==> src/hw/rtl/spim_pkg.sv <==
// Shared types and constants for the SPI master serializer.
// No dependencies; every other file imports this package.
`timescale 1ns / 1ps

package spim_pkg;

    localparam int ACTION_W           = 2;
    localparam int WORD_W             = 16;
    localparam int CFG_INDEX_W        = 3;
    localparam int CFG_DATA_W         = 5;
    localparam int PRESCALE_W         = 8;
    localparam int DEF_MAX_FRAME_BITS = 16;
    localparam int MIN_FRAME_BITS     = 4;

    localparam logic [CFG_DATA_W-1:0] RST_FRAME_BITS = 5'd8;

    typedef enum logic [ACTION_W-1:0] {
        ACT_TICK    = 2'd0,
        ACT_SEND    = 2'd1,
        ACT_ENABLE  = 2'd2,
        ACT_DISABLE = 2'd3
    } t_action;

    typedef enum logic [CFG_INDEX_W-1:0] {
        CFG_CLOCK_PHASE    = 3'd0,
        CFG_CLOCK_POLARITY = 3'd1,
        CFG_RATE_EXPONENT  = 3'd2,
        CFG_LSB_FIRST      = 3'd3,
        CFG_FRAME_BITS     = 3'd4,
        CFG_SOFT_SELECT    = 3'd5
    } t_cfg_idx;

    typedef struct packed {
        logic                  clock_phase;
        logic                  clock_polarity;
        logic [2:0]            rate_exponent;
        logic                  lsb_first_order;
        logic [CFG_DATA_W-1:0] frame_bits;
        logic                  soft_select;
    } t_spim_cfg;

    typedef struct packed {
        logic [ACTION_W-1:0] action;
        logic [WORD_W-1:0]   tx_word;
        logic                miso;
    } t_spim_item;

    typedef struct packed {
        logic              sck;
        logic              mosi;
        logic              nss;
        logic              nss_drive;
        logic [WORD_W-1:0] rx_word;
        logic              rx_valid;
        logic              tx_ready;
        logic              busy_res;
    } t_spim_res;

endpackage

==> src/hw/rtl/spim_in_if.sv <==
// Request channel into the SPI master: one peripheral tick per request.
// Depends on spim_pkg.
`timescale 1ns / 1ps

interface spim_in_if;
    import spim_pkg::*;

    logic                valid;
    logic                ready;
    logic [ACTION_W-1:0] action;
    logic [WORD_W-1:0]   tx_word;
    logic                miso;

    modport source (output valid, output action, output tx_word, output miso, input ready);
    modport sink   (input valid, input action, input tx_word, input miso, output ready);
endinterface

==> src/hw/rtl/spim_out_if.sv <==
// Result channel out of the SPI master: line levels and status per tick.
// Depends on spim_pkg.
`timescale 1ns / 1ps

interface spim_out_if;
    import spim_pkg::*;

    logic              valid;
    logic              ready;
    logic              sck;
    logic              mosi;
    logic              nss;
    logic              nss_drive;
    logic [WORD_W-1:0] rx_word;
    logic              rx_valid;
    logic              tx_ready;
    logic              busy_res;

    modport source (output valid, output sck, output mosi, output nss, output nss_drive,
                    output rx_word, output rx_valid, output tx_ready, output busy_res,
                    input ready);
    modport sink   (input valid, input sck, input mosi, input nss, input nss_drive,
                    input rx_word, input rx_valid, input tx_ready, input busy_res,
                    output ready);
endinterface

==> src/hw/rtl/spim_cfg.sv <==
// Configuration register bank of the SPI master.
// Depends on spim_pkg.
`timescale 1ns / 1ps

module spim_cfg (
    input  logic                               i_clk,
    input  logic                               i_rst_n,
    input  logic                               i_cfg_we,
    input  logic [spim_pkg::CFG_INDEX_W-1:0]   i_cfg_index,
    input  logic [spim_pkg::CFG_DATA_W-1:0]    i_cfg_data,
    output spim_pkg::t_spim_cfg                o_cfg
);
    import spim_pkg::*;

    t_spim_cfg r_cfg;

    always_ff @(posedge i_clk) begin
        if (!i_rst_n) begin
            r_cfg.clock_phase     <= 1'b0;
            r_cfg.clock_polarity  <= 1'b0;
            r_cfg.rate_exponent   <= 3'd0;
            r_cfg.lsb_first_order <= 1'b0;
            r_cfg.frame_bits      <= RST_FRAME_BITS;
            r_cfg.soft_select     <= 1'b0;
        end else if (i_cfg_we) begin
            case (t_cfg_idx'(i_cfg_index))
                CFG_CLOCK_PHASE:    r_cfg.clock_phase     <= i_cfg_data[0];
                CFG_CLOCK_POLARITY: r_cfg.clock_polarity  <= i_cfg_data[0];
                CFG_RATE_EXPONENT:  r_cfg.rate_exponent   <= i_cfg_data[2:0];
                CFG_LSB_FIRST:      r_cfg.lsb_first_order <= i_cfg_data[0];
                CFG_FRAME_BITS:     r_cfg.frame_bits      <= i_cfg_data;
                CFG_SOFT_SELECT:    r_cfg.soft_select     <= i_cfg_data[0];
                default: begin
                    // unmapped index: ignored
                end
            endcase
        end
    end

    assign o_cfg = r_cfg;

endmodule

==> src/hw/rtl/spim_in_stage.sv <==
// Input register of the SPI master: captures one request per cycle while the held request moves on.
// Depends on spim_pkg and spim_in_if.
`timescale 1ns / 1ps

module spim_in_stage (
    input  logic                 i_clk,
    input  logic                 i_rst_n,
    spim_in_if.sink              i_req,
    input  logic                 i_take,
    output logic                 o_valid,
    output spim_pkg::t_spim_item o_item
);
    import spim_pkg::*;

    logic       r_valid;
    t_spim_item r_item;
    logic       accept;

    // refill in the same cycle the held request moves on
    assign i_req.ready = !r_valid || i_take;
    assign accept      = i_req.valid && i_req.ready;

    always_ff @(posedge i_clk) begin
        if (!i_rst_n) begin
            r_valid <= 1'b0;
        end else if (accept) begin
            r_valid <= 1'b1;
        end else if (i_take) begin
            r_valid <= 1'b0;
        end
    end

    always_ff @(posedge i_clk) begin
        if (accept) begin
            r_item.action  <= i_req.action;
            r_item.tx_word <= i_req.tx_word;
            r_item.miso    <= i_req.miso;
        end
    end

    assign o_valid = r_valid;
    assign o_item  = r_item;

endmodule

==> src/hw/rtl/spim_core.sv <==
// Serializer state and result register of the SPI master: one tick per request.
// Depends on spim_pkg and spim_out_if.
`timescale 1ns / 1ps

module spim_core #(
    parameter int MAX_FRAME_BITS = spim_pkg::DEF_MAX_FRAME_BITS
) (
    input  logic                 i_clk,
    input  logic                 i_rst_n,
    input  spim_pkg::t_spim_cfg  i_cfg,
    input  logic                 i_valid,
    input  spim_pkg::t_spim_item i_item,
    output logic                 o_ready,
    spim_out_if.source           o_res
);
    import spim_pkg::*;

    localparam int W  = MAX_FRAME_BITS;
    localparam int LW = $clog2(W + 1);
    localparam int IW = $clog2(W);

    // state
    logic                  r_enabled, n_enabled;
    logic                  r_disable_pending, n_disable_pending;
    logic                  r_hold_full, n_hold_full;
    logic [W-1:0]          r_hold_word, n_hold_word;
    logic [W-1:0]          r_tx_shift, n_tx_shift;
    logic [W-1:0]          r_rx_shift, n_rx_shift;
    logic [LW-1:0]         r_bit_count, n_bit_count;
    logic [PRESCALE_W-1:0] r_prescale, n_prescale;
    logic                  r_clock_level, n_clock_level;
    logic                  r_mosi_level, n_mosi_level;

    // result register
    logic                  r_out_valid;
    t_spim_res             r_out, n_out;

    logic                  fire;
    logic [LW-1:0]         frame_len;
    logic [W-1:0]          frame_mask;
    logic [PRESCALE_W-1:0] half;
    logic                  done;
    logic [WORD_W-1:0]     rx_out;

    function automatic logic [W-1:0] len_mask(input logic [LW-1:0] l);
        logic [W-1:0] m;
        for (int i = 0; i < W; i++) begin
            m[i] = (i < int'(l));
        end
        return m;
    endfunction

    function automatic logic [IW-1:0] top_index(input logic [LW-1:0] l);
        logic [LW-1:0] t;
        t = l - LW'(1);
        return t[IW-1:0];
    endfunction

    function automatic logic cur_bit(input logic [W-1:0] tx, input logic [LW-1:0] l,
                                     input logic lsb);
        return lsb ? tx[0] : tx[top_index(l)];
    endfunction

    function automatic logic [W-1:0] sample(input logic [W-1:0] rx, input logic m,
                                            input logic [LW-1:0] l, input logic lsb,
                                            input logic [W-1:0] mask);
        logic [W-1:0] v;
        if (lsb) begin
            v = (rx >> 1) | (W'(m) << top_index(l));
        end else begin
            v = (rx << 1) | W'(m);
        end
        return v & mask;
    endfunction

    function automatic logic [W-1:0] widen_word(input logic [WORD_W-1:0] word);
        logic [W+WORD_W-1:0] v;
        v = {{W{1'b0}}, word};
        return v[W-1:0];
    endfunction

    function automatic logic [WORD_W-1:0] low_word(input logic [W-1:0] x);
        logic [W+WORD_W-1:0] v;
        v = {{WORD_W{1'b0}}, x};
        return v[WORD_W-1:0];
    endfunction

    assign o_ready = !r_out_valid || o_res.ready;
    assign fire    = i_valid && o_ready;

    always_comb begin
        if (i_cfg.frame_bits < CFG_DATA_W'(MIN_FRAME_BITS)) begin
            frame_len = LW'(MIN_FRAME_BITS);
        end else if (int'(i_cfg.frame_bits) > W) begin
            frame_len = LW'(W);
        end else begin
            frame_len = LW'(i_cfg.frame_bits);
        end
    end

    assign frame_mask = len_mask(frame_len);
    assign half       = PRESCALE_W'(1) << i_cfg.rate_exponent;

    // next state for one tick: action, then shifter, then pending disable
    always_comb begin
        n_enabled         = r_enabled;
        n_disable_pending = r_disable_pending;
        n_hold_full       = r_hold_full;
        n_hold_word       = r_hold_word;
        n_tx_shift        = r_tx_shift;
        n_rx_shift        = r_rx_shift;
        n_bit_count       = r_bit_count;
        n_prescale        = r_prescale;
        n_clock_level     = r_clock_level;
        n_mosi_level      = r_mosi_level;
        done              = 1'b0;

        if (fire) begin
            case (t_action'(i_item.action))
                ACT_SEND: begin
                    if (!r_hold_full) begin
                        n_hold_word = widen_word(i_item.tx_word) & frame_mask;
                        n_hold_full = 1'b1;
                    end
                end
                ACT_ENABLE: begin
                    n_enabled         = 1'b1;
                    n_disable_pending = 1'b0;
                end
                ACT_DISABLE: begin
                    if (r_enabled) begin
                        n_disable_pending = 1'b1;
                    end
                end
                default: begin
                end
            endcase

            if (r_bit_count != '0) begin
                n_prescale = r_prescale + PRESCALE_W'(1);
                if (n_prescale >= half) begin
                    n_prescale = '0;
                    if (!r_clock_level) begin
                        // leading edge
                        n_clock_level = 1'b1;
                        if (i_cfg.clock_phase) begin
                            n_mosi_level = cur_bit(r_tx_shift, frame_len,
                                                   i_cfg.lsb_first_order);
                        end else begin
                            n_rx_shift = sample(r_rx_shift, i_item.miso, frame_len,
                                                i_cfg.lsb_first_order, frame_mask);
                        end
                    end else begin
                        // trailing edge
                        n_clock_level = 1'b0;
                        if (i_cfg.clock_phase) begin
                            n_rx_shift = sample(r_rx_shift, i_item.miso, frame_len,
                                                i_cfg.lsb_first_order, frame_mask);
                        end
                        if (i_cfg.lsb_first_order) begin
                            n_tx_shift = r_tx_shift >> 1;
                        end else begin
                            n_tx_shift = (r_tx_shift << 1) & frame_mask;
                        end
                        n_bit_count = r_bit_count - LW'(1);
                        if (n_bit_count == '0) begin
                            done = 1'b1;
                        end else if (!i_cfg.clock_phase) begin
                            n_mosi_level = cur_bit(n_tx_shift, frame_len,
                                                   i_cfg.lsb_first_order);
                        end
                    end
                end
            end else if (n_enabled && n_hold_full) begin
                // a word sent on this same tick loads straight away
                n_tx_shift    = n_hold_word & frame_mask;
                n_hold_full   = 1'b0;
                n_rx_shift    = '0;
                n_bit_count   = frame_len;
                n_prescale    = '0;
                n_clock_level = 1'b0;
                n_mosi_level  = cur_bit(n_tx_shift, frame_len, i_cfg.lsb_first_order);
            end

            if (n_disable_pending && (n_bit_count == '0) && !n_hold_full) begin
                n_enabled         = 1'b0;
                n_disable_pending = 1'b0;
            end
        end
    end

    assign rx_out = done ? low_word(n_rx_shift) : '0;

    always_comb begin
        n_out.sck       = i_cfg.clock_polarity ^ n_clock_level;
        n_out.mosi      = n_mosi_level;
        n_out.nss       = i_cfg.soft_select ? 1'b1 : !n_enabled;
        n_out.nss_drive = !i_cfg.soft_select;
        n_out.rx_word   = rx_out;
        n_out.rx_valid  = done;
        n_out.tx_ready  = !n_hold_full;
        n_out.busy_res  = (n_bit_count != '0);
    end

    always_ff @(posedge i_clk) begin
        if (!i_rst_n) begin
            r_enabled         <= 1'b0;
            r_disable_pending <= 1'b0;
            r_hold_full       <= 1'b0;
            r_hold_word       <= '0;
            r_tx_shift        <= '0;
            r_rx_shift        <= '0;
            r_bit_count       <= '0;
            r_prescale        <= '0;
            r_clock_level     <= 1'b0;
            r_mosi_level      <= 1'b0;
        end else begin
            r_enabled         <= n_enabled;
            r_disable_pending <= n_disable_pending;
            r_hold_full       <= n_hold_full;
            r_hold_word       <= n_hold_word;
            r_tx_shift        <= n_tx_shift;
            r_rx_shift        <= n_rx_shift;
            r_bit_count       <= n_bit_count;
            r_prescale        <= n_prescale;
            r_clock_level     <= n_clock_level;
            r_mosi_level      <= n_mosi_level;
        end
    end

    always_ff @(posedge i_clk) begin
        if (!i_rst_n) begin
            r_out_valid <= 1'b0;
        end else if (fire) begin
            r_out_valid <= 1'b1;
        end else if (o_res.ready) begin
            r_out_valid <= 1'b0;
        end
    end

    always_ff @(posedge i_clk) begin
        if (fire) begin
            r_out <= n_out;
        end
    end

    assign o_res.valid     = r_out_valid;
    assign o_res.sck       = r_out.sck;
    assign o_res.mosi      = r_out.mosi;
    assign o_res.nss       = r_out.nss;
    assign o_res.nss_drive = r_out.nss_drive;
    assign o_res.rx_word   = r_out.rx_word;
    assign o_res.rx_valid  = r_out.rx_valid;
    assign o_res.tx_ready  = r_out.tx_ready;
    assign o_res.busy_res  = r_out.busy_res;

    a_done_not_busy: assert property (@(posedge i_clk) disable iff (!i_rst_n)
        (r_out_valid && r_out.rx_valid) |-> !r_out.busy_res)
        else $error("frame reported complete while still shifting");

    a_rx_word_zero: assert property (@(posedge i_clk) disable iff (!i_rst_n)
        (r_out_valid && !r_out.rx_valid) |-> (r_out.rx_word == '0))
        else $error("received word shown without completion");

    a_count_range: assert property (@(posedge i_clk) disable iff (!i_rst_n)
        int'(r_bit_count) <= W)
        else $error("bit count beyond frame length");

    a_pending_needs_enable: assert property (@(posedge i_clk) disable iff (!i_rst_n)
        r_disable_pending |-> r_enabled)
        else $error("disable pending while not enabled");

    a_load_from_hold: assert property (@(posedge i_clk) disable iff (!i_rst_n)
        (fire && (r_bit_count == '0) && (n_bit_count != '0)) |=> !r_hold_full
            || $past(i_item.action) == ACT_SEND)
        else $error("frame started without emptying the holding buffer");

endmodule

==> src/hw/rtl/spi_master_serializer.sv <==
// Top level of the SPI master serializer: configuration bank, input register, core.
// Depends on spim_pkg, spim_in_if, spim_out_if, spim_cfg, spim_in_stage, spim_core.
//
//   channel   dir  handshake            payload
//   i_req     in   valid/ready          action, tx_word, miso (one peripheral tick)
//   o_res     out  valid/ready          sck, mosi, nss, nss_drive, rx_word, rx_valid,
//                                       tx_ready, busy_res
//   cfg       in   i_cfg_we, no ready   i_cfg_index, i_cfg_data
//
// One request is taken every cycle unless o_res stalls; its result is offered on o_res
// after acceptance, through the input register, serializer logic, then result register.
// Reset is synchronous, active low, and clears all control and line state.
// A stalled result channel holds the result register and backs up to i_req.ready.
`timescale 1ns / 1ps

module spi_master_serializer #(
    parameter int MAX_FRAME_BITS = spim_pkg::DEF_MAX_FRAME_BITS
) (
    input  logic                             i_clk,
    input  logic                             i_rst_n,
    spim_in_if.sink                          i_req,
    spim_out_if.source                       o_res,
    input  logic                             i_cfg_we,
    input  logic [spim_pkg::CFG_INDEX_W-1:0] i_cfg_index,
    input  logic [spim_pkg::CFG_DATA_W-1:0]  i_cfg_data
);
    import spim_pkg::*;

    t_spim_cfg  cfg;
    t_spim_item item;
    logic       item_valid;
    logic       core_ready;
    logic       take;

    assign take = item_valid && core_ready;

    spim_cfg u_cfg (
        .i_clk       (i_clk),
        .i_rst_n     (i_rst_n),
        .i_cfg_we    (i_cfg_we),
        .i_cfg_index (i_cfg_index),
        .i_cfg_data  (i_cfg_data),
        .o_cfg       (cfg)
    );

    spim_in_stage u_in (
        .i_clk   (i_clk),
        .i_rst_n (i_rst_n),
        .i_req   (i_req),
        .i_take  (take),
        .o_valid (item_valid),
        .o_item  (item)
    );

    spim_core #(
        .MAX_FRAME_BITS (MAX_FRAME_BITS)
    ) u_core (
        .i_clk   (i_clk),
        .i_rst_n (i_rst_n),
        .i_cfg   (cfg),
        .i_valid (item_valid),
        .i_item  (item),
        .o_ready (core_ready),
        .o_res   (o_res)
    );

endmodule
==> src/flat_wrapper.sv <==
// flat-port wrapper written by rule: the top's interface ports become plain ports
module spi_master_serializer_flat import spim_pkg::*;
#(
    parameter int MAX_FRAME_BITS = spim_pkg::DEF_MAX_FRAME_BITS
)
  (i_clk, i_rst_n, i_cfg_we, i_cfg_index, i_cfg_data, i_req_valid, i_req_action, i_req_tx_word, i_req_miso, i_req_ready, o_res_valid, o_res_sck, o_res_mosi, o_res_nss, o_res_nss_drive, o_res_rx_word, o_res_rx_valid, o_res_tx_ready, o_res_busy_res, o_res_ready);
  spim_in_if i_req_i ();
  spim_out_if o_res_i ();
  input  logic i_clk;
  input  logic i_rst_n;
  input  logic i_cfg_we;
  input  logic [spim_pkg::CFG_INDEX_W-1:0] i_cfg_index;
  input  logic [spim_pkg::CFG_DATA_W-1:0] i_cfg_data;
  input wire logic [$bits(i_req_i.valid)-1:0] i_req_valid;
  input wire logic [$bits(i_req_i.action)-1:0] i_req_action;
  input wire logic [$bits(i_req_i.tx_word)-1:0] i_req_tx_word;
  input wire logic [$bits(i_req_i.miso)-1:0] i_req_miso;
  output wire logic [$bits(i_req_i.ready)-1:0] i_req_ready;
  output wire logic [$bits(o_res_i.valid)-1:0] o_res_valid;
  output wire logic [$bits(o_res_i.sck)-1:0] o_res_sck;
  output wire logic [$bits(o_res_i.mosi)-1:0] o_res_mosi;
  output wire logic [$bits(o_res_i.nss)-1:0] o_res_nss;
  output wire logic [$bits(o_res_i.nss_drive)-1:0] o_res_nss_drive;
  output wire logic [$bits(o_res_i.rx_word)-1:0] o_res_rx_word;
  output wire logic [$bits(o_res_i.rx_valid)-1:0] o_res_rx_valid;
  output wire logic [$bits(o_res_i.tx_ready)-1:0] o_res_tx_ready;
  output wire logic [$bits(o_res_i.busy_res)-1:0] o_res_busy_res;
  input wire logic [$bits(o_res_i.ready)-1:0] o_res_ready;
  assign i_req_i.valid = i_req_valid;
  assign i_req_i.action = i_req_action;
  assign i_req_i.tx_word = i_req_tx_word;
  assign i_req_i.miso = i_req_miso;
  assign i_req_ready = i_req_i.ready;
  assign o_res_valid = o_res_i.valid;
  assign o_res_sck = o_res_i.sck;
  assign o_res_mosi = o_res_i.mosi;
  assign o_res_nss = o_res_i.nss;
  assign o_res_nss_drive = o_res_i.nss_drive;
  assign o_res_rx_word = o_res_i.rx_word;
  assign o_res_rx_valid = o_res_i.rx_valid;
  assign o_res_tx_ready = o_res_i.tx_ready;
  assign o_res_busy_res = o_res_i.busy_res;
  assign o_res_i.ready = o_res_ready;
  spi_master_serializer #(.MAX_FRAME_BITS(MAX_FRAME_BITS)) u_core (.i_clk(i_clk), .i_rst_n(i_rst_n), .i_req(i_req_i), .o_res(o_res_i), .i_cfg_we(i_cfg_we), .i_cfg_index(i_cfg_index), .i_cfg_data(i_cfg_data));
endmodule
==> config.mk <==
export PLATFORM = sky130hd
export DESIGN_NAME = spi_master_serializer_flat
export DESIGN_NICKNAME = d
export VERILOG_FILES = /design/src/hw/rtl/spim_pkg.sv /design/src/hw/rtl/spim_in_if.sv /design/src/hw/rtl/spim_out_if.sv /design/src/hw/rtl/spim_cfg.sv /design/src/hw/rtl/spim_in_stage.sv /design/src/hw/rtl/spim_core.sv /design/src/hw/rtl/spi_master_serializer.sv /design/src/flat_wrapper.sv
export SDC_FILE = /design/constraint.sdc
export NUM_CORES = 1
export LEC_CHECK = 0
export BUFFER_PORTS_ARGS = -buffer_cell sky130_fd_sc_hd__buf_2
export CAP_MARGIN = 20
export CORE_AREA = 2 2 109 122
export CTS_BUF_LIST = sky130_fd_sc_hd__clkbuf_8
export DETAILED_ROUTE_END_ITERATION = 10
export DIE_AREA = 0 0 111 124
export GPL_TIMING_DRIVEN = 1
export PLACE_DENSITY = 0.76
export SYNTH_ARGS = -nofsm -noshare
export SYNTH_HDL_FRONTEND = slang
export SYNTH_SLANG_ARGS = --single-unit
==> constraint.sdc <==
create_clock -name i_clk -period 2.75 [get_ports i_clk]
set_input_delay 0.55 -clock i_clk [delete_from_list [all_inputs] [get_ports i_clk]]
set_output_delay 0.55 -clock i_clk [all_outputs]
set_load 0.03 [all_outputs]
== Word-level counts from Yosys, hierarchy flattened ==
Index checks and enable logic that the tools add are counted.
Widths: inputs -> output; s select.

* Bits in registers: 122
* Bits of input ports: 32
* Output and inout port bits: 25
* Word-level logic and storage cells: 187

* Add/subtract/negate cells: 3
* $lt $le $gt $ge: 20
* Eq/ne operators: 10
* Shifts and indexed selects: 2
* Muxes and demuxes: 86
* Bitwise logic cells: 8
* Reduce and logical (&&, ||, !) cells: 29

{| class="wikitable"
|+ Operators by type and width
! kind !! number
|-
| $mux 16 || 30
|-
| $and 16x16->16 || 5
|-
| $mux 1 || 41
|-
| $lt 4x5->1 const A || 8
|-
| $mux 5 || 8
|-
| $mux 8 || 3
|-
| $lt 3x5->1 const A || 4
|-
| $or 15x16->16 || 1
|-
| $or 16x1->16 || 1
|-
| $shl 1x4->16 || 1
|-
| $reduce_and 2->1 || 7
|-
| $bmux 1 s4 || 3
|-
| $logic_not 5->1 || 2
|-
| $lt 1x5->1 const A || 2
|-
| $lt 2x5->1 const A || 2
|-
| $reduce_bool 5->1 || 2
|-
| $add 8x1->8 const B || 1
|-
| $ge 8x8->1 || 1
|-
| $shl 1x3->8 const A || 1
|-
| $eq 3x2->1 const B || 2
|-
| $eq 3x3->1 const B || 2
|-
| $logic_not 1->1 || 6
|-
| $reduce_bool 2->1 || 3
|-
| $gt 5x5->1 const B || 1
|-
| other kinds (15) || 21
|}

== Longest topological paths before layout ==
Gate-level depths: netlist of the first run.

* Depth after elaboration: 19
* Mapped depth: 14
* Gate-level depth less buffers: 12

== Hierarchy ==
From an unflattened synthesis of the first run, not the netlist that was laid out.

* Cell total of the unflattened synthesis: 752
* Area total of the unflattened synthesis: 6,747.7 um^2

{| class="wikitable"
|+ By module, submodules not included
! module !! instances !! cells each !! area each (um^2) !! seq. area each (um^2)
|-
| spim_core || 1 || 677 || 5,595.4 || 2,031.9
|-
| spim_in_stage || 1 || 24 || 628.1 || 590.6
|-
| spim_cfg || 1 || 50 || 518.0 || 240.2
|-
| spi_master_serializer || 1 || 1 || 6.3 || 0.0
|}

== Worst setup path after synthesis of the first run ==
OpenSTA, ideal clock, no wires.

* Path kind: flip-flop to flip-flop
* From: reg u_core.u_core.r_prescale[2]
* To: reg u_core.u_core.r_out, in the netlist u_core.u_core.o_res.nss (data pin)
* Setup time: 259 ps
* Arrival: 2,731 ps
* Data required time: 2,491 ps
* Slack: -240 ps
* Stages on the path, launching flop included: 14
* Buffers on the path: 1
* Clock period less this slack: 2,990 ps
* Cell sequence: dfxtp_1 > nand3_1 > nor2_1 > nand3_1 > xnor2_1 > ha_1 > a2111o_1 > a31oi_1 > o21a_2 > buf_6 > nor3_2 > o32ai_1 > nor4_2 > a211o_1

* Cells in the longest elaborated chain, start to end: 11

{| class="wikitable"
|+ Ends and longest elaborated chain
! element !! RTL line !! source
|-
| start: declaration || spim_core.sv:30 || <nowiki>logic [PRESCALE_W-1:0] r_prescale, n_prescale;</nowiki>
|-
| start signal: assignment || spim_core.sv:225 || <nowiki>r_prescale <= n_prescale;</nowiki>
|-
| $add 8x1->8 || spim_core.sv:140 || <nowiki>n_prescale = r_prescale + PRESCALE_W'(1);</nowiki>
|-
| $ge 8x8->1 || spim_core.sv:141 || <nowiki>if (n_prescale >= half) begin</nowiki>
|-
| $mux 5 || spim_core.sv:141 ||
|-
| $mux 5 || spim_core.sv:139 || <nowiki>if (r_bit_count != '0) begin</nowiki>
|-
| $mux 5 || spim_core.sv:118 || <nowiki>if (fire) begin</nowiki>
|-
| $logic_not 5->1 || spim_core.sv:185 || <nowiki>if (n_disable_pending && (n_bit_count == '0) && !n_hold_full) begin</nowiki>
|-
| $logic_and 1x1->1 (2 in a row) || spim_core.sv:185 ||
|-
| $mux 1 || spim_core.sv:185 ||
|-
| $mux 1 || spim_core.sv:118 ||
|-
| $logic_not 1->1 || spim_core.sv:197 || <nowiki>n_out.nss = i_cfg.soft_select ? 1'b1 : !n_enabled;</nowiki>
|-
| end signal: assignment || spim_core.sv:243 || <nowiki>r_out <= n_out;</nowiki>
|-
| end: declaration || spim_core.sv:36 || <nowiki>t_spim_res r_out, n_out;</nowiki>
|}

Every way passes these cells. The select of a mux whose other input is x is not followed.
A chain may end at the register's enable or synchronous reset.

== Worst setup path in the final report of the first run ==
* From: reg u_core.u_core.r_prescale[1]
* To: reg u_core.u_core.r_enabled

* Cells in the longest elaborated chain, start to end: 10

{| class="wikitable"
|+ Ends and longest elaborated chain
! element !! RTL line !! source
|-
| $add 8x1->8 || spim_core.sv:140 ||
|-
| $ge 8x8->1 || spim_core.sv:141 ||
|-
| $mux 5 || spim_core.sv:141 ||
|-
| $mux 5 || spim_core.sv:139 ||
|-
| $mux 5 || spim_core.sv:118 ||
|-
| $logic_not 5->1 || spim_core.sv:185 ||
|-
| $logic_and 1x1->1 (2 in a row) || spim_core.sv:185 ||
|-
| $mux 1 || spim_core.sv:185 ||
|-
| $mux 1 || spim_core.sv:118 ||
|-
| end signal: assignment || spim_core.sv:218 || <nowiki>r_enabled <= n_enabled;</nowiki>
|-
| end: declaration || spim_core.sv:23 || <nowiki>logic r_enabled, n_enabled;</nowiki>
|}

Every way passes these cells. The select of a mux whose other input is x is not followed.

==> results of run 1 <==
## cell usage after synthesis (3+ instances only)
library cell  count
buf_2            18
a41oi_1           7
mux2i_1          33
and2_1           10
nand2_1          78
a21o_1            5
a211oi_1         19
nor2_1          109
nor3_1           20
o211ai_1          6
buf_1             5
buf_4             3
a31oi_1          13
a21oi_1          53
nor2b_1          10
o32ai_1           3
clkbuf_1         27
xor2_1            6
nand3_1          32
nand4_1           3
dfxtp_1          80
nand3b_1          8
mux2_2            5
nand2b_1         10
o21ai_1           4
and3_1            4
edfxtp_1         42
o22ai_1           9
a22o_1            4
a32oi_1           4
ha_1             11
nor3b_1           5
inv_1            12
a22oi_1          18
xnor2_1           9
o21ai_0          35
## final timing paths
kind / endpoint / slack, ns / cells after the start
worst min-delay path: u_core.u_in.o_item[0] / 0.24 / 1
worst max register to register: u_core.u_core.r_enabled / -0.33 / 13
worst min register to register: u_core.u_core.r_hold_word[7] / 0.45 / 2
worst max-delay path: u_core.u_core.r_enabled / -0.33 / 13
## what timing repair did
action,in CTS,in global routing
gates cloned,1,0
hold endpoints to repair,0,0
pin swaps,3,7
setup endpoints to repair,63,69
gates resized for setup,18,23
buffers inserted,2,2
## registers in the layout, summed over array words and instances (netlist names)
register and cells:
u_core.u_core.r_rx_shift 16, u_core.u_core.o_res.rx_word 16, u_core.u_core.r_enabled 1, u_core.u_core.o_res.nss 1, u_core.u_core.r_hold_word 16, u_core.u_core.r_clock_level 1, u_core.u_core.r_mosi_level 1, u_core.u_in.o_valid 1
u_core.u_core.r_disable_pending 1, u_core.u_core.r_hold_full 1, u_core.u_core.o_res.nss_drive 1, u_core.u_in.o_item 19, u_core.u_core.o_res.sck 1, u_core.u_core.o_res.valid 1, u_core.u_core.o_res.busy_res 1, u_core.u_cfg.o_cfg 12
u_core.u_core.o_res.mosi 1, u_core.u_core.r_bit_count 5, u_core.u_core.r_tx_shift 16, u_core.u_core.r_prescale 8, u_core.u_core.o_res.rx_valid 1, u_core.u_core.o_res.tx_ready 1
## final cells by class
cell class	instances	area, µm²	share of cell area (%)
clock inverters	15	164	1.93
flip-flops and latches	122	2880	34.0
repair buffers	155	1050	12.4
diodes	1	2.50	0.0295
multi-input cells	591	3890	46.0
well taps	157	196	2.32
inverters	13	48.8	0.576
clock buffers	17	234	2.76
## layer usage
metal | up-vias | global-route usage [%] | wire, µm
met5 | - | 0 | 0
met4 | 0 | 12.8 | 578
met3 | 49 | 6.08 | 1270
met2 | 306 | 54.6 | 10600
met1 | 3203 | 39.0 | 9130
li1 | 3105 | - | -
## cell families after synthesis
| group | count (synthesis) | synth area share [%] |
|---|---|---|
| simple gates | 312 | 22.3 |
| xor+xnor | 15 | 1.94 |
| fa+ha+maj | 11 | 2.03 |
| mux | 38 | 5.71 |
| buf+inv | 68 | 4.40 |
| flops | 122 | 42.3 |
| compound gates | 214 | 21.3 |
## power breakdown
| part | internal [W] | switching (W) | total [W] |
|---|---|---|---|
| combinational | 0.000228 | 0.000363 | 0.000591 |
| clock | 0.000819 | 0.000820 | 0.00164 |
| sequential | 0.00191 | 0.0000460 | 0.00196 |
## stage by stage
step	util, %	TNS [ns]	hold slack [ns]
2_1_floorplan	-	-0.00270	0.431
3_3_place_gp	63.0	-5.71	0.438
3_5_place_dp	63.0	-8.60	0.445
4_1_cts	67.1	-4.14	0.233
5_1_grt	68.1	-13.14	0.224
6_report	68.2	-6.01	0.239
==> impl_metrics.prom, run 1 <==
# TYPE chip_impl_metric gauge
chip_impl_metric{name="core.rowCount",unit=""} 43
chip_impl_metric{name="cp.arrival",unit="ns"} 3.43
chip_impl_metric{name="total_leakage_power",unit="nW"} 3.14
chip_impl_metric{name="drive_above_1_share",unit="%"} 28.5
chip_impl_metric{name="timing.fmax",unit="GHz"} 0.325
chip_impl_metric{name="pwr_density_cell",unit="nW/µm²"} 495
chip_impl_info{name="clock_tree_root_buffer_cell",value="clkbuf_8"} 1
chip_impl_metric{name="number_of_antenna_violations_at_the_first_check_in_global_routing",unit=""} 1
chip_impl_metric{name="synthesis.nets",unit=""} 823
chip_impl_metric{name="final-hold-violation-count",unit=""} 0
chip_impl_metric{name="synth_area",unit="µm²"} 6770
chip_impl_metric{name="worst-path-max-fanout",unit=""} 5
chip_impl_metric{name="detail_route.iter0.violations",unit=""} 649
chip_impl_metric{name="pre_cts_ws",unit="ns"} -0.347
chip_impl_metric{name="slew_viol_final",unit=""} 0
chip_impl_metric{name="synthDominantCellAreaShare",unit="%"} 23.7
chip_impl_metric{name="areaGrowthSynthToFinish",unit="%"} 25.1
chip_impl_info{name="layout_commonest_cell",value="nor2_1"} 1
chip_impl_metric{name="cts_inserted_buffers",unit=""} 17
chip_impl_info{name="failed_checks",value="negative setup slack"} 1
chip_impl_metric{name="initial_utilization",unit="%"} 54.5
chip_impl_metric{name="crit_required",unit="ns"} 3.10
chip_impl_metric{name="route.antenna.remaining_nets",unit=""} 0
chip_impl_metric{name="synthCells",unit=""} 780
chip_impl_metric{name="synthDistinctLibCells",unit=""} 84
chip_impl_metric{name="cts.sinks",unit=""} 122
chip_impl_info{name="layout.cells.most_common_list",value="nor2_1 (107), buf_4 (96), nand2_1 (74), dfxtp_1 (74), buf_2 (56)"} 1
chip_impl_metric{name="grt_pass1_wl",unit="mm"} 33.7
chip_impl_metric{name="totalWireLength",unit="mm"} 21.5
chip_impl_metric{name="post-route-min-period",unit="ns"} 3.08
chip_impl_metric{name="vias",unit=""} 6663
chip_impl_metric{name="placed_cells_incl_taps",unit=""} 1033
chip_impl_metric{name="first_pass_iters",unit=""} 6
chip_impl_info{name="cpLargestDelayFamily",value="simple AND/OR/NAND/NOR gates"} 1
chip_impl_metric{name="clkSlewWorstSetupHoldPaths",unit="ns"} 0.09
chip_impl_metric{name="worst_slack",unit="ns"} -0.328
chip_impl_metric{name="wl_per_cell",unit="µm"} 20.1
chip_impl_metric{name="synthesis.yosys.warnings",unit=""} 0
chip_impl_metric{name="die_area",unit="µm²"} 13800
chip_impl_info{name="cpMaxStageDelayCell",value="dfxtp_4"} 1
chip_impl_metric{name="timing_worst_slew_pin_value",unit="ns"} 0.884
chip_impl_metric{name="worst_path_largest_cell_delay",unit="ns"} 0.38
chip_impl_info{name="post-synth-top-area-cell",value="dfxtp_1"} 1
chip_impl_info{name="reg_to_reg_critical_path_startpoint",value="u_core.u_core.r_prescale[1]"} 1
chip_impl_metric{name="count_of_flip_flops_with_a_built_in_enable_after_synthesis",unit=""} 42
chip_impl_info{name="worstSetupPathType",value="flip-flop to flip-flop"} 1
chip_impl_info{name="tritoncts",value="yes"} 1
chip_impl_metric{name="die_boundary_height",unit="µm"} 124
chip_impl_metric{name="synth_area_per_cell",unit="µm²"} 8.68
chip_impl_metric{name="grt_max_degree",unit=""} 35
chip_impl_metric{name="die_x",unit="µm"} 111
chip_impl_metric{name="final.fill_count",unit=""} 1008
chip_impl_metric{name="cts.hold.buffers_added",unit=""} 0
chip_impl_info{name="outcome",value="complete, but fails checks"} 1
chip_impl_info{name="synth_top_cells_by_area",value="dfxtp_1 (24%), edfxtp_1 (19%), nor2_1 (6.0%), mux2i_1 (4.9%), nand2_1 (4.3%)"} 1
chip_impl_metric{name="design.core.area",unit="µm²"} 12400
chip_impl_info{name="cp-start-kind",value="flip-flop"} 1
chip_impl_metric{name="track_usage",unit="%"} 31.5
chip_impl_metric{name="synthArstFlopShare",unit="%"} 0
chip_impl_metric{name="timing.clock.skew",unit="ns"} 0.0151
chip_impl_metric{name="gp_congestion",unit=""} 1.01
chip_impl_metric{name="overall_power_consumption",unit="W"} 0.00419
chip_impl_metric{name="first_global_vias",unit=""} 6427
chip_impl_info{name="hold_path_class",value="input port to flip-flop"} 1
chip_impl_metric{name="clkLatencyLatePin",unit="ns"} 0.48
chip_impl_metric{name="number_of_h_tree_levels",unit=""} 4
chip_impl_metric{name="place.port_buffers",unit=""} 56
chip_impl_metric{name="final.period_utilization",unit="%"} 112
chip_impl_metric{name="final_global_route_overflow_total",unit=""} 0
chip_impl_metric{name="dpl.hpwl",unit="mm"} 15.6
chip_impl_metric{name="design.portCount",unit=""} 57
chip_impl_metric{name="timing.critical_path.buf_inv",unit=""} 1
chip_impl_metric{name="detail_route.drc_violations",unit=""} 0
chip_impl_metric{name="finalInstanceArea",unit="µm²"} 8470
chip_impl_info{name="hp-start",value="i_req_miso"} 1
chip_impl_metric{name="clock_tree_buffer_depth",unit=""} 2
chip_impl_metric{name="relSlewSlack",unit="%"} 41.1
chip_impl_metric{name="setup_viol",unit=""} 56
chip_impl_info{name="timing.critical_path.cells",value="ha_4 > and3_4 > nand3_2 > xnor2_1 > ha_2 > o21ai_1 > nand2b_1 > and2_4 > a311oi_4 > o32ai_2 > nor4_2 > buf_4 > a211oi_2"} 1
chip_impl_metric{name="finish.cell_count_without_fillers",unit=""} 1071
chip_impl_metric{name="nets",unit=""} 943
chip_impl_info{name="setup.worst_path.start",value="u_core.u_core.r_prescale[1]"} 1
chip_impl_info{name="ys.flop_type",value="dfxtp_1"} 1
chip_impl_metric{name="ys_seq_elements",unit=""} 122
chip_impl_info{name="critical_path.endpoint_type",value="flip-flop"} 1
chip_impl_info{name="grt_setup_unrepaired",value="yes"} 1
chip_impl_metric{name="drt-vias-per-instance",unit=""} 6.22
chip_impl_metric{name="vdd.ir_drop.worst",unit="mV"} 0.470
chip_impl_metric{name="cap_viol_max_count",unit=""} 0
chip_impl_metric{name="seq_area_frac_synth",unit="%"} 42.3
chip_impl_metric{name="detailed_place.area",unit="µm²"} 7830
Power figures use the tool's default switching activity.
==> inputs of run 2 (changes only) <==
- SYNTH_HIERARCHICAL: default -> 1
==> run 2 against run 1 <==
- the run still ends with negative setup slack left
- register-to-register slack got worse by 0.04 ns
- synthesized cell count shrank 3.6%
- global-route usage down 1.5 points
- core utilization rose by 1.8 points
- critical path depth is 3 higher
- non-clock buffer count increased by 1
- highest routed layer unchanged
==> impl_metrics.prom, run 2 <==
# TYPE chip_impl_metric gauge
chip_impl_info{name="outcome",value="complete, but fails checks"} 1
chip_impl_info{name="failed_checks",value="negative setup slack"} 1
chip_impl_metric{name="post-route-min-period",unit="ns"} 3.11
chip_impl_info{name="hold_path_class",value="input port to flip-flop"} 1
chip_impl_info{name="tritoncts",value="yes"} 1
chip_impl_metric{name="die_area",unit="µm²"} 13800
chip_impl_info{name="critical_path.endpoint_type",value="flip-flop"} 1
chip_impl_metric{name="synthesis.nets",unit=""} 796
chip_impl_metric{name="first_pass_iters",unit=""} 6
chip_impl_metric{name="grt_max_degree",unit=""} 45
chip_impl_metric{name="worst-path-max-fanout",unit=""} 8
chip_impl_metric{name="worst_slack",unit="ns"} -0.364
chip_impl_metric{name="synthArstFlopShare",unit="%"} 0
chip_impl_metric{name="total_leakage_power",unit="nW"} 3.18
chip_impl_metric{name="cts.sinks",unit=""} 122
chip_impl_metric{name="grt_pass1_wl",unit="mm"} 32.5
chip_impl_metric{name="final-hold-violation-count",unit=""} 0
chip_impl_metric{name="detail_route.drc_violations",unit=""} 0
chip_impl_metric{name="largest_register_ffs",unit=""} 19
chip_impl_metric{name="n_antenna_cell",unit=""} 0
chip_impl_metric{name="first_global_vias",unit=""} 6493
chip_impl_metric{name="final.period_utilization",unit="%"} 113
chip_impl_metric{name="timing_worst_slew_pin_value",unit="ns"} 0.624
chip_impl_metric{name="track_usage",unit="%"} 30.0
chip_impl_metric{name="gp_congestion",unit=""} 0.965
chip_impl_metric{name="cp.arrival",unit="ns"} 3.45
chip_impl_metric{name="setup_viol",unit=""} 69
chip_impl_metric{name="cap_viol_max_count",unit=""} 0
chip_impl_metric{name="timing.fmax",unit="GHz"} 0.321
chip_impl_metric{name="synthDistinctLibCells",unit=""} 80
chip_impl_metric{name="clock_tree_buffer_depth",unit=""} 2
chip_impl_metric{name="vias",unit=""} 6669
chip_impl_metric{name="die_x",unit="µm"} 111
chip_impl_info{name="worstSetupPathType",value="flip-flop to flip-flop"} 1
chip_impl_metric{name="cts_inserted_buffers",unit=""} 17
chip_impl_metric{name="pre_cts_ws",unit="ns"} -0.377
chip_impl_info{name="synth_top_cells_by_count",value="nor2_1 (94), dfxtp_1 (80), nand2_1 (70)"} 1
chip_impl_info{name="layout_commonest_cell",value="nor2_1"} 1
chip_impl_metric{name="route.antenna.remaining_nets",unit=""} 0
chip_impl_metric{name="place.port_buffers",unit=""} 56
chip_impl_metric{name="synth_area",unit="µm²"} 6750
chip_impl_metric{name="ys_seq_elements",unit=""} 122
chip_impl_metric{name="vdd.ir_drop.worst",unit="mV"} 0.395
chip_impl_metric{name="synthCells",unit=""} 752
chip_impl_info{name="clock_tree_root_buffer_cell",value="clkbuf_8"} 1
chip_impl_metric{name="seq_area_frac_synth",unit="%"} 42.4
chip_impl_metric{name="count_of_flip_flops_with_a_built_in_enable_after_synthesis",unit=""} 42
chip_impl_metric{name="nets",unit=""} 926
chip_impl_metric{name="drive_above_1_share",unit="%"} 30.5
chip_impl_metric{name="initial_utilization",unit="%"} 54.3
chip_impl_metric{name="timing.clock.skew",unit="ns"} 0.00917
chip_impl_metric{name="final_global_route_overflow_total",unit=""} 0
chip_impl_metric{name="totalWireLength",unit="mm"} 20.9
chip_impl_metric{name="number_of_antenna_violations_at_the_first_check_in_global_routing",unit=""} 0
chip_impl_metric{name="synthDominantCellAreaShare",unit="%"} 23.7
chip_impl_metric{name="detail_route.iter0.violations",unit=""} 700
chip_impl_metric{name="finish.cell_count_without_fillers",unit=""} 1052
chip_impl_metric{name="post-route-util",unit="%"} 69.9
chip_impl_info{name="cp-start-kind",value="flip-flop"} 1
chip_impl_metric{name="areaGrowthSynthToFinish",unit="%"} 28.8
chip_impl_metric{name="dpl.hpwl",unit="mm"} 14.1
chip_impl_metric{name="design.portCount",unit=""} 57
chip_impl_info{name="post-synth-top-area-cell",value="dfxtp_1"} 1
chip_impl_metric{name="wl_per_cell",unit="µm"} 19.9
chip_impl_info{name="layout.cells.most_common_list",value="nor2_1 (88), buf_4 (83), dfxtp_1 (76)"} 1
chip_impl_metric{name="clkLatencyLatePin",unit="ns"} 0.46
chip_impl_info{name="synth_top_cells_by_area",value="dfxtp_1 (24%), edfxtp_1 (19%), mux2i_1 (5.3%), nor2_1 (5.2%), a21oi_1 (3.9%)"} 1
chip_impl_metric{name="clkSlewWorstSetupHoldPaths",unit="ns"} 0.07
chip_impl_metric{name="relSlewSlack",unit="%"} 58.3
chip_impl_metric{name="design.core.area",unit="µm²"} 12400
chip_impl_metric{name="core.rowCount",unit=""} 43
chip_impl_metric{name="setup_total_negative_slack",unit="ns"} -14.21
chip_impl_info{name="ys.flop_type",value="dfxtp_1"} 1
chip_impl_metric{name="synth_area_per_cell",unit="µm²"} 8.97
chip_impl_metric{name="whs",unit="ns"} 0.259
chip_impl_metric{name="placed_cells_incl_taps",unit=""} 1005
chip_impl_metric{name="number_of_h_tree_levels",unit=""} 4
chip_impl_info{name="grt_setup_unrepaired",value="yes"} 1
chip_impl_metric{name="synthesis.yosys.warnings",unit=""} 6
chip_impl_info{name="post-synth-top-count-cell",value="nor2_1"} 1
chip_impl_metric{name="slew_viol_final",unit=""} 0
chip_impl_metric{name="pwr_density_cell",unit="nW/µm²"} 481
chip_impl_metric{name="crit_required",unit="ns"} 3.08
chip_impl_metric{name="die_boundary_height",unit="µm"} 124
chip_impl_metric{name="drt-vias-per-instance",unit=""} 6.34
==> run 2: cell types whose count changed after synthesis, sizes merged, moves of 5 or more <==
cell and delta:
mux2 -5, inv +7, nand3 -12, a2111oi +5
and2 +8, a41oi -5, o21ai -6, o31ai +5
xnor2 -5, buf -6, o22ai -6, nand2 -10
nor2 -12
==> run 2: cells by family after synthesis <==
logic type / Yosys count / synth area share [%]
buffers and inverters: 66 / 4.34
and+or+nand+nor: 289 / 21.5
xor gates and xnor gates: 10 / 1.30
DFF: 122 / 42.4
AOI/OAI and AO/OA: 213 / 21.5
muxes: 40 / 6.68
adders and majority gates: 12 / 2.23
==> run 2: timing repair <==
action | in CTS | in global routing
buffers inserted | 8 | 8
gates resized for setup | 49 | 46
pin swaps | 28 | 33
gates cloned | 2 | 1
hold buffers | 0 | 0
setup endpoints to repair | 64 | 70
endpoints found under the hold margin | 0 | 0
==> run 2: metal layers <==
| metal | up-vias | GRT usage [%] | wire (µm) |
|---|---|---|---|
| met2 | 377 | 49.3 | 9680 |
| met5 | - | 0 | 0 |
| met1 | 3140 | 37.1 | 8560 |
| met4 | 0 | 17.0 | 984 |
| met3 | 101 | 6.18 | 1680 |
| li1 | 3051 | - | - |
==> run 2: metrics by stage <==
step                area, µm²  power (W)
global route             8690    0.00432
floorplan                6810    0.00226
detailed placement       7730    0.00243
finish                   8690    0.00418
CTS                      8480    0.00417
global placement         7730    0.00242
==> run 2: final timing paths <==
kind / startpoint / to / slack, ns / depth (start not counted)
min: i_req_tx_word[1] / u_core/u_in/o_item[2] / 0.26 / 1
min reg2reg: u_core/u_core/r_hold_word[5] / u_core/u_core/r_hold_word[5] / 0.46 / 2
max reg2reg: u_core/u_core/r_prescale[1] / u_core/u_core/o_res.rx_word[9] / -0.36 / 16
max: u_core/u_core/r_prescale[1] / u_core/u_core/o_res.rx_word[9] / -0.36 / 16
==> run 2: worst max-delay path, cell delays in order (launching register included) <==
cell and delay, ns:
dfxtp_2 0.37, and3_4 0.19, and3_4 0.22, nand3_4 0.09, xnor2_2 0.16, ha_2 0.20
a2111oi_4 0.31, nand2_1 0.13, buf_6 0.14, a41oi_4 0.26, buf_6 0.16, nor4_4 0.04
o21ai_1 0.13, buf_4 0.16, buf_6 0.13, a22o_1 0.18, and2_1 0.13
==> run 2: cell type report <==
cell class,instances,area (µm²)
Fill cell,925,3740
Clock buffer,18,248
Timing Repair Buffer,156,1130
Inverter,21,78.8
Tap cell,157,196
Multi-Input combinational cell,564,3980
Clock inverter,14,181
Sequential cell,122,2870
==> run 2: power by group <==
part	leakage [nW]	switching (W)	internal, W
Sequential	1.05	0.0000285	0.00192
Clock	0.218	0.000742	0.000999
Combinational	1.91	0.000304	0.000187
Total	3.18	0.00107	0.00310
